## src/rtl/glpf_pkg.sv

```systemverilog
// Shared types and constants for the grid local peak finder.
// Used by glpf_ctrl, glpf_dp and grid_local_peak_finder_unit; depends on nothing.
`timescale 1ns / 1ps
`default_nettype none

package glpf_pkg;

  localparam int ROWS_W      = 8;
  localparam int COLS_W      = 6;
  localparam int PEAK_ROW_W  = 7;
  localparam int PEAK_COL_W  = 5;
  localparam int OUT_DATA_W  = 16;
  localparam int APB_ADDR_W  = 3;
  localparam int APB_DATA_W  = 32;

  localparam logic [ROWS_W-1:0] ROWS_RESET = 8'd128;
  localparam logic [COLS_W-1:0] COLS_RESET = 6'd32;

  localparam logic REG_NUM_ROWS = 1'b0;
  localparam logic REG_NUM_COLS = 1'b1;

  typedef enum logic [2:0] {
    S_IDLE,
    S_READ,
    S_JUDGE,
    S_FL_READ,
    S_FL_JUDGE,
    S_FINISH
  } state_t;

  typedef struct packed {
    logic accept;
    logic rd_norm;
    logic judge_norm;
    logic fl_rd;
    logic fl_judge;
    logic finish;
  } cmd_t;

  typedef struct packed {
    logic out_free;
    logic frame_end;
    logic fl_last;
    logic cand_valid;
  } status_t;

endpackage

`default_nettype wire

```

## src/rtl/glpf_ctrl.sv

```systemverilog
// Sequencing state machine of the grid local peak finder.
// Issues commands to glpf_dp and reads its status; uses glpf_pkg.
`timescale 1ns / 1ps
`default_nettype none

module glpf_ctrl
  import glpf_pkg::*;
(
  input  logic    clk,
  input  logic    rst,
  input  logic    s_tvalid,
  output logic    s_tready,
  input  status_t status,
  output cmd_t    cmd
);

  state_t state;
  state_t state_next;

  always_ff @(posedge clk) begin
    if (rst) begin
      state <= S_IDLE;
    end else begin
      state <= state_next;
    end
  end

  always_comb begin
    state_next = state;
    unique case (state)
      S_IDLE: begin
        if (s_tvalid) state_next = S_READ;
      end
      S_READ: begin
        state_next = S_JUDGE;
      end
      S_JUDGE: begin
        if (status.out_free) state_next = status.frame_end ? S_FL_READ : S_FINISH;
      end
      S_FL_READ: begin
        state_next = S_FL_JUDGE;
      end
      S_FL_JUDGE: begin
        if (status.out_free) state_next = status.fl_last ? S_FINISH : S_FL_READ;
      end
      S_FINISH: begin
        if (!status.cand_valid || status.out_free) state_next = S_IDLE;
      end
      default: begin
        state_next = S_IDLE;
      end
    endcase
  end

  always_comb begin
    cmd      = '0;
    s_tready = 1'b0;
    unique case (state)
      S_IDLE: begin
        s_tready   = 1'b1;
        cmd.accept = s_tvalid;
      end
      S_READ: begin
        cmd.rd_norm = 1'b1;
      end
      S_JUDGE: begin
        cmd.judge_norm = status.out_free;
      end
      S_FL_READ: begin
        cmd.fl_rd = 1'b1;
      end
      S_FL_JUDGE: begin
        cmd.fl_judge = status.out_free;
      end
      S_FINISH: begin
        cmd.finish = !status.cand_valid || status.out_free;
      end
      default: begin
        cmd = '0;
      end
    endcase
  end

  a_accept_to_read: assert property (@(posedge clk) disable iff (rst)
    s_tvalid && s_tready |=> state == S_READ)
    else $error("accepted item did not start its memory read");

endmodule

`default_nettype wire

```

## src/rtl/glpf_dp.sv

```systemverilog
// Datapath of the grid local peak finder: row stores, position counters,
// neighbor compare, pending-peak register and output register. Uses glpf_pkg.
`timescale 1ns / 1ps
`default_nettype none

module glpf_dp
  import glpf_pkg::*;
#(
  parameter int MAX_ROWS    = 128,
  parameter int MAX_COLS    = 32,
  parameter int SAMPLE_BITS = 16
) (
  input  logic                          clk,
  input  logic                          rst,
  input  cmd_t                          cmd,
  output status_t                       status,
  input  logic signed [SAMPLE_BITS-1:0] pixel,
  input  logic [ROWS_W-1:0]             num_rows,
  input  logic [COLS_W-1:0]             num_cols,
  output logic                          m_tvalid,
  input  logic                          m_tready,
  output logic [OUT_DATA_W-1:0]         m_tdata,
  output logic                          m_tlast
);

  localparam int ADDR_W = (MAX_COLS > 1) ? $clog2(MAX_COLS) : 1;
  localparam int PAD_W  = OUT_DATA_W - PEAK_ROW_W - PEAK_COL_W;
  localparam logic [ROWS_W-1:0] ROWS_CAP = (MAX_ROWS > 255) ? 8'd255 : ROWS_W'(MAX_ROWS);
  localparam logic [COLS_W-1:0] COLS_CAP = COLS_W'(MAX_COLS);

  logic signed [SAMPLE_BITS-1:0] older_mem [MAX_COLS];
  logic signed [SAMPLE_BITS-1:0] newer_mem [MAX_COLS];

  logic signed [SAMPLE_BITS-1:0] pix;
  logic signed [SAMPLE_BITS-1:0] left;
  logic signed [SAMPLE_BITS-1:0] old_a;
  logic signed [SAMPLE_BITS-1:0] old_b;
  logic signed [SAMPLE_BITS-1:0] new_a;
  logic signed [SAMPLE_BITS-1:0] new_b;
  logic [ROWS_W-1:0] r;
  logic [COLS_W-1:0] c;
  logic [COLS_W-1:0] cols;
  logic [COLS_W-1:0] k;
  logic              last_col;
  logic              last_row;
  logic [ROWS_W-1:0] row_cnt;
  logic [COLS_W-1:0] col_cnt;
  logic                  cand_valid;
  logic [PEAK_ROW_W-1:0] cand_row;
  logic [PEAK_COL_W-1:0] cand_col;
  logic [PEAK_ROW_W-1:0] out_row;
  logic [PEAK_COL_W-1:0] out_col;
  logic                  out_last;

  logic [ROWS_W-1:0] rows_eff;
  logic [COLS_W-1:0] cols_eff;
  logic [ROWS_W-1:0] r_eff;
  logic [COLS_W-1:0] c_eff;
  logic              lc_eff;
  logic              lr_eff;
  logic [COLS_W-1:0] c_m1;
  logic [COLS_W-1:0] c_p1;
  logic [COLS_W-1:0] k_p1;
  logic              fl_last;
  logic [ADDR_W-1:0] addr_a;
  logic [ADDR_W-1:0] addr_ob;
  logic [ADDR_W-1:0] addr_nb;
  logic signed [SAMPLE_BITS-1:0] left_v;
  logic signed [SAMPLE_BITS-1:0] right_v;
  logic signed [SAMPLE_BITS-1:0] down_v;
  logic              hit;
  logic              peak_found;
  logic [ROWS_W-1:0] found_row;
  logic [COLS_W-1:0] found_col;
  logic              out_free;
  logic              out_load;

  always_comb begin
    rows_eff = (num_rows == '0) ? ROWS_W'(1) : ((num_rows > ROWS_CAP) ? ROWS_CAP : num_rows);
    cols_eff = (num_cols == '0) ? COLS_W'(1) : ((num_cols > COLS_CAP) ? COLS_CAP : num_cols);
    r_eff    = (row_cnt >= rows_eff) ? rows_eff - ROWS_W'(1) : row_cnt;
    c_eff    = (col_cnt >= cols_eff) ? cols_eff - COLS_W'(1) : col_cnt;
    lc_eff   = ({1'b0, c_eff} + (COLS_W + 1)'(1)) >= {1'b0, cols_eff};
    lr_eff   = ({1'b0, r_eff} + (ROWS_W + 1)'(1)) >= {1'b0, rows_eff};
  end

  always_comb begin
    c_m1    = c - COLS_W'(1);
    c_p1    = last_col ? '0 : c + COLS_W'(1);
    fl_last = ({1'b0, k} + (COLS_W + 1)'(1)) >= {1'b0, cols};
    k_p1    = fl_last ? '0 : k + COLS_W'(1);
    addr_a  = cmd.rd_norm ? c[ADDR_W-1:0] : k[ADDR_W-1:0];
    addr_ob = c_m1[ADDR_W-1:0];
    addr_nb = cmd.rd_norm ? c_p1[ADDR_W-1:0] : k_p1[ADDR_W-1:0];
  end

  always_ff @(posedge clk) begin
    if (cmd.rd_norm || cmd.fl_rd) begin
      old_a <= older_mem[addr_a];
      old_b <= older_mem[addr_ob];
      new_a <= newer_mem[addr_a];
      new_b <= newer_mem[addr_nb];
    end
    if (cmd.judge_norm) begin
      older_mem[c[ADDR_W-1:0]] <= (r != '0) ? new_a : '0;
      newer_mem[c[ADDR_W-1:0]] <= pix;
    end
  end

  always_comb begin
    down_v     = cmd.judge_norm ? pix : '0;
    left_v     = cmd.judge_norm ? ((c != '0) ? old_b : '0) : left;
    right_v    = (cmd.fl_judge ? fl_last : last_col) ? '0 : new_b;
    hit        = (new_a >= old_a) && (new_a >= left_v) && (new_a >= down_v)
                 && (new_a >= right_v);
    peak_found = hit && ((cmd.judge_norm && (r != '0)) || cmd.fl_judge);
    found_row  = cmd.judge_norm ? r - ROWS_W'(1) : r;
    found_col  = cmd.judge_norm ? c : k;
    out_free   = !m_tvalid || m_tready;
    out_load   = cand_valid && (peak_found || cmd.finish);
  end

  always_ff @(posedge clk) begin
    if (cmd.accept) begin
      pix      <= pixel;
      r        <= r_eff;
      c        <= c_eff;
      cols     <= cols_eff;
      last_col <= lc_eff;
      last_row <= lr_eff;
    end
    if (cmd.judge_norm) begin
      k    <= '0;
      left <= '0;
    end else if (cmd.fl_judge) begin
      k    <= k + COLS_W'(1);
      left <= new_a;
    end
    if (peak_found) begin
      cand_row <= found_row[PEAK_ROW_W-1:0];
      cand_col <= found_col[PEAK_COL_W-1:0];
    end
    if (out_load) begin
      out_row  <= cand_row;
      out_col  <= cand_col;
      out_last <= cmd.finish;
    end
  end

  always_ff @(posedge clk) begin
    if (rst) begin
      row_cnt    <= '0;
      col_cnt    <= '0;
      cand_valid <= 1'b0;
      m_tvalid   <= 1'b0;
    end else begin
      if (cmd.accept) begin
        if (lc_eff) begin
          col_cnt <= '0;
          row_cnt <= lr_eff ? '0 : r_eff + ROWS_W'(1);
        end else begin
          col_cnt <= c_eff + COLS_W'(1);
          row_cnt <= r_eff;
        end
      end
      if (peak_found) begin
        cand_valid <= 1'b1;
      end else if (cmd.finish) begin
        cand_valid <= 1'b0;
      end
      if (out_load) begin
        m_tvalid <= 1'b1;
      end else if (m_tready) begin
        m_tvalid <= 1'b0;
      end
    end
  end

  assign m_tdata = {{PAD_W{1'b0}}, out_col, out_row};
  assign m_tlast = out_last;

  always_comb begin
    status.out_free   = out_free;
    status.frame_end  = last_col && last_row;
    status.fl_last    = fl_last;
    status.cand_valid = cand_valid;
  end

  a_no_overrun: assert property (@(posedge clk) disable iff (rst)
    out_load |-> out_free)
    else $error("output register overwritten before it was taken");

  a_col_in_range: assert property (@(posedge clk) disable iff (rst)
    col_cnt <= COLS_CAP)
    else $error("column counter beyond the largest grid width");

  a_last_drains: assert property (@(posedge clk) disable iff (rst)
    out_load && cmd.finish |=> !cand_valid)
    else $error("pending peak left behind after the final result");

endmodule

`default_nettype wire

```

## src/rtl/grid_local_peak_finder_unit.sv

```systemverilog
// Grid local peak finder: streams grid samples in row-major order and reports
// every four-neighbor local maximum with zero padding at the borders.
// Usage:
//   s_tvalid/s_tready/s_tdata carry one sample per item in s_tdata[SAMPLE_BITS-1:0].
//   m_tvalid/m_tready/m_tdata/m_tlast carry one peak per item: m_tdata[6:0] is
//   the row, m_tdata[11:7] the column; m_tlast marks the last peak caused by
//   one input item. An input item that completes no peak produces no output.
//   The APB port sets num_rows (address 0) and num_cols (address 4); write it
//   only while the block is idle. A cell is judged when the sample below it
//   arrives; the last sample of a frame also judges the whole last row.
// Each item goes through the shared row-store read and compare step; the last
// item of a frame also runs that step once per column for the row flush.
// Each peak waits in a pending register until the next peak or the end of its
// item fixes m_tlast, then moves to the output register. While the receiver
// holds m_tready low, the sequencer waits at the next result and s_tready stays
// low until that item is finished.
// Reset clears the position counters and sets the size to 128 rows by 32
// columns; the row stores are not cleared.
`timescale 1ns / 1ps
`default_nettype none

module grid_local_peak_finder_unit
  import glpf_pkg::*;
#(
  parameter int MAX_ROWS    = 128,
  parameter int MAX_COLS    = 32,
  parameter int SAMPLE_BITS = 16
) (
  input  logic                                clk,
  input  logic                                rst,
  // s_tdata: pixel_value
  input  logic [((SAMPLE_BITS + 7) / 8) * 8 - 1:0] s_tdata,
  input  logic                                s_tvalid,
  output logic                                s_tready,
  // m_tdata: peak_row, peak_col
  output logic [OUT_DATA_W-1:0]               m_tdata,
  output logic                                m_tvalid,
  input  logic                                m_tready,
  output logic                                m_tlast,
  input  logic                                psel,
  input  logic                                penable,
  input  logic                                pwrite,
  input  logic [APB_ADDR_W-1:0]               paddr,
  input  logic [APB_DATA_W-1:0]               pwdata,
  output logic [APB_DATA_W-1:0]               prdata,
  output logic                                pready
);

  logic [ROWS_W-1:0] num_rows;
  logic [COLS_W-1:0] num_cols;
  logic              cfg_write;
  cmd_t              cmd;
  status_t           status;

  assign pready    = 1'b1;
  assign cfg_write = psel && penable && pwrite && pready;

  always_ff @(posedge clk) begin
    if (rst) begin
      num_rows <= ROWS_RESET;
      num_cols <= COLS_RESET;
    end else if (cfg_write) begin
      unique case (paddr[2])
        REG_NUM_ROWS: num_rows <= pwdata[ROWS_W-1:0];
        REG_NUM_COLS: num_cols <= pwdata[COLS_W-1:0];
        default: begin
        end
      endcase
    end
  end

  always_comb begin
    unique case (paddr[2])
      REG_NUM_ROWS: prdata = {{(APB_DATA_W - ROWS_W){1'b0}}, num_rows};
      REG_NUM_COLS: prdata = {{(APB_DATA_W - COLS_W){1'b0}}, num_cols};
      default:      prdata = '0;
    endcase
  end

  glpf_ctrl u_ctrl (
    .clk      (clk),
    .rst      (rst),
    .s_tvalid (s_tvalid),
    .s_tready (s_tready),
    .status   (status),
    .cmd      (cmd)
  );

  glpf_dp #(
    .MAX_ROWS    (MAX_ROWS),
    .MAX_COLS    (MAX_COLS),
    .SAMPLE_BITS (SAMPLE_BITS)
  ) u_dp (
    .clk      (clk),
    .rst      (rst),
    .cmd      (cmd),
    .status   (status),
    .pixel    (s_tdata[SAMPLE_BITS-1:0]),
    .num_rows (num_rows),
    .num_cols (num_cols),
    .m_tvalid (m_tvalid),
    .m_tready (m_tready),
    .m_tdata  (m_tdata),
    .m_tlast  (m_tlast)
  );

endmodule

`default_nettype wire

```

## config.mk

```make
export PLATFORM = sky130hd
export DESIGN_NAME = grid_local_peak_finder_unit
export DESIGN_NICKNAME = d
export VERILOG_FILES = /design/src/rtl/glpf_pkg.sv /design/src/rtl/glpf_ctrl.sv /design/src/rtl/glpf_dp.sv /design/src/rtl/grid_local_peak_finder_unit.sv
export SDC_FILE = /design/constraint.sdc
export NUM_CORES = 2
export LEC_CHECK = 0
export BUFFER_PORTS_ARGS = -buffer_cell sky130_fd_sc_hd__buf_4
export CORE_AREA = 3 3 361 328
export CTS_CLUSTER_SIZE = 20
export DETAILED_ROUTE_END_ITERATION = 12
export DIE_AREA = 0 0 364 331
export HOLD_SLACK_MARGIN = 0.12
export PLACE_DENSITY_LB_ADDON = 0.08
export SLEW_MARGIN = 30
export SYNTH_ARGS = -nofsm -noshare
export SYNTH_HDL_FRONTEND = slang
export SYNTH_HIERARCHICAL = 1
export SYNTH_SLANG_ARGS = --single-unit
```

## constraint.sdc

```tcl
create_clock -name clk -period 5.8 [get_ports clk]
set_input_delay 1.16 -clock clk [delete_from_list [all_inputs] [get_ports clk]]
set_output_delay 1.16 -clock clk [all_outputs]
set_load 0.03 [all_outputs]
```

==> impl_results.md <==
- Final period util: 92.9%
- Sequential area share after synthesis: 61.0%
- Synth area leader: edfxtp_1
- Post-route DRC: 0
- Wire per inst: 31.1 um
- Post-DR vias/cell: 6.64
- Layout cells sized above 1: 22.7%
- Endpoints failing setup: 0
- VDD IR max: roughly 0.38 mV
- Fmax: 0.186 GHz
- Final setup skew: 0.0334 ns
- Leakage: 22.7 nW
- Unique masters post-synth: 78
- Inserted Diodes: 0
- Post-synth ARST share: 0%
- Slowest-stage cell, CP: a2111oi_1
- Final non-filler cell total: 5662
- Nets@finish: 4223
- DRT iter0 DRCs: 4585
- Cts hold-fix bufs: 0
- Worst Tran Pin Value: roughly 1.0 ns
- CP arrival: 6.04 ns
- Register area: 0.0357 mm2
- CP max stage delay: 0.40 ns
- Avg Inst Size Synth: 14.7 um2
- CP dominant cell by count: ha_1
- Die H: roughly 330 um
- Post-synth EDFFs: 1151
- Final max-slew violation count: 0
- Antenna-violating nets left: 0
- Top FF cell, synth: edfxtp_1
- Cells after synthesis: about 4000
- Setup slack, reg-to-reg: 0.41 ns
- Vias in the first global route: 36300
- Placed Cells: 5421
- Clk Latency, worst-skew pair: 0.77 ns
- Row cnt: 118
- Worst hold slack: 0.417 ns
- Total power: approximately 26 mW
- Dpl ws: 0.349 ns
- Worst setup margin: 0.410 ns
- H-tree lvl count: 4
- Initial core utilization: 51.0%
- Max Cap Violations: 0
- Port Buf Inserts: 54
- Required @ worst endpoint: between 6 and 7 ns
- Pre-Repair DR Iteration Count: 6
- Final HPWL DP: 101 mm
- Top Ports: 110
- Routed vias: 37600
- Worst setup path startpoint: num_rows[3]
- R2r worst-path depth: 25
- Hold/Removal Path Class: reg2reg
- Total wire length: ~180 mm
- R2R Path End: u_dp/row_cnt[4]
- Critical Path Fanout Max: 4
- Core ar.: between 0.1 and 0.15 mm2
- Die width: around 360 um
- Longest Clk Path Bufs: 3
- Initial antenna violation count: 1
- Launch point of the worst reg-to-reg path: num_rows[3]
- Fillers: ~9000
- Tmin final: 5.39 ns
- Share of the synthesized area in the top cell type: 59.1%
- Fin. Hold Viols: 0
- Yosys reg bits: approximately 1200
- Multi-input logic area: roughly 0.022 mm2
- PwrDens: 397 mW/mm2
- Largest net degree at the start of global routing: about 130
- Setup CP Type: reg2reg
- CTS tree: done
- HP Start: u_dp/cand_row[4]
- Synthesized area: 0.0585 mm2
- Full die area: 0.120 mm2
- Setup crit start kind: flip-flop
- CP top delay family: compound AO/OA/AOI/OAI gates
- Gpl congestion: roughly 0.84
- Clock Sinks: 1206
- Worst Setup End Kind: flip-flop
- Levels on crit path: 25
- TritonCTS Buffers: around 130
- Grt ovf: 0
- Area Growth Syn to Fin: 12.5%
- Top post-synthesis cells by area: edfxtp_1 (59%), mux4_2 (16%), nand2_1 (4.3%), ha_1 (2.3%), nand3_1 (2.1%)
- End of the critical path: u_dp/row_cnt[4]
- Status: completed
- WP buf/inv: 3
- Max-slew headroom: 30.1%
- Clk root buf: clkbuf_16
- Clock-pin slew on the worst setup and hold paths: 0.05 ns
- Gr usage total: roughly 30%
- Most frequent cells in the layout: edfxtp_1 (1151), nand2_1 (661), mux4_2 (416)
- First-pass GRT wire length: 254 mm
- Warnings, synthesis: 6
- Most common cell after layout, fill and taps aside: edfxtp_1
[repair_timing]
item                                    in CTS  in global routing
resized for setup                            0                  4
setup buffers                                0                  0
endpoints found under the setup margin       0                  4
[report_power, final]
part           internal, mW  total, mW  switching (mW)
clock network          4.60       8.08            3.47
logic                  3.22       7.84            4.62
registers              10.0       10.2           0.201
total                  17.8       26.1            8.29
[worst reg2reg max path: stages (launching register included)]
cell       delay [ns]
dfxtp_1          0.32
nor4_2           0.36
a21oi_1          0.10
or2_2            0.34
inv_1            0.12
ha_1             0.23
nand2b_1         0.14
a21o_1           0.17
a211oi_1         0.36
o21ai_1          0.23
nor2_1           0.17
a21oi_2          0.06
ha_1             0.26
and4_1           0.22
a32oi_1          0.19
xnor2_1          0.13
ha_1             0.22
a2111oi_1        0.40
nand2_1          0.10
o22a_1           0.25
a41oi_1          0.23
inv_1            0.07
buf_4            0.14
nor2_1           0.14
nand3b_1         0.10
a311oi_1         0.27
[cell type report]
class / count / area share [%]
Clock buffer: 167 / 5.38
Clock inverter: 73 / 0.867
Inverter: 63 / 0.359
Multi-Input combinational cell: 2433 / 32.9
Sequential cell: 1206 / 54.2
Tap cell: 1500 / 2.85
Timing Repair Buffer: 220 / 3.39
[cell usage after synthesis, drive strengths merged (4+ instances only)]
cell type and n:
mux4 416, a311oi 50, or3 8, o21ai 55, o21a 13, and4 7
and3 101, nor2 105, o31ai 6, or2 4, a31oi 40, a2111oi 20
xnor2 23, nor2b 32, ha 109, nor4 37, and2 26, edfxtp 1151
clkbuf 161, nand2b 38, a21oi 81, mux2i 60, a21o 22, nand4 18
buf 149, mux2 30, a211oi 104, dfxtp 55, o22ai 16, xor2 10
nand2 665, nor3 25, nand3 246, inv 61
[routing by layer]
metal | up-vias | GRT usage, % | wire length, um
met4 | 0 | 9.71 | 5130
met5 | - | 0 | 0
met1 | 19400 | 44.1 | 75100
met2 | 2024 | 43.6 | 78000
li1 | 15800 | - | -
met3 | 295 | 6.10 | 18100
[flip-flops by register name, indices dropped and copies added, names as in the netlist, 7 cells and up]
name            cells
num_rows            8
u_dp/new_b         16
u_dp/new_a         16
u_dp/r              8
u_dp/left          16
u_dp/row_cnt        8
u_dp/newer_mem    512
u_dp/pix           16
u_dp/older_mem    512
u_dp/out_row        7
u_dp/old_b         16
u_dp/cand_row       7
u_dp/old_a         16
[through the flow]
stage | utilization (%) | setup TNS (ns) | area (um2)
floorplan | - | 0 | 58600
global placement | 53.6 | 0 | 61500
detailed placement | 53.7 | 0 | 61600
CTS | 57.3 | 0 | 65700
global route | 57.3 | -0.0270 | 65800
finish | 57.3 | 0 | 65800
[cells by family after synthesis]
| logic type | synth area share [%] |
|---|---|
| other | 0.0193 |
| flip-flops | 61.0 |
| multiplexers | 17.6 |
| adder cells (fa/ha/maj) | 2.33 |
| AND/OR/NAND/NOR | 10.4 |
| buffers and inverters | 2.88 |
| AO/OA/AOI/OAI | 5.23 |
| XOR/XNOR | 0.494 |
[how the worst min path moves through the flow]
stage | endpoint | slack [ns] | cells after the start
3_3_place_gp | u_dp/out_row[2] | 0.41 | 0
5_1_grt | u_dp/out_row[5] | 0.42 | 0
2_1_floorplan | u_dp/out_col[0] | 0.40 | 0
3_5_place_dp | u_dp/out_row[4] | 0.40 | 0
6_report | u_dp/out_row[4] | 0.42 | 0
4_1_cts | u_dp/out_row[4] | 0.42 | 0
(Power assumes the default switching activity.)
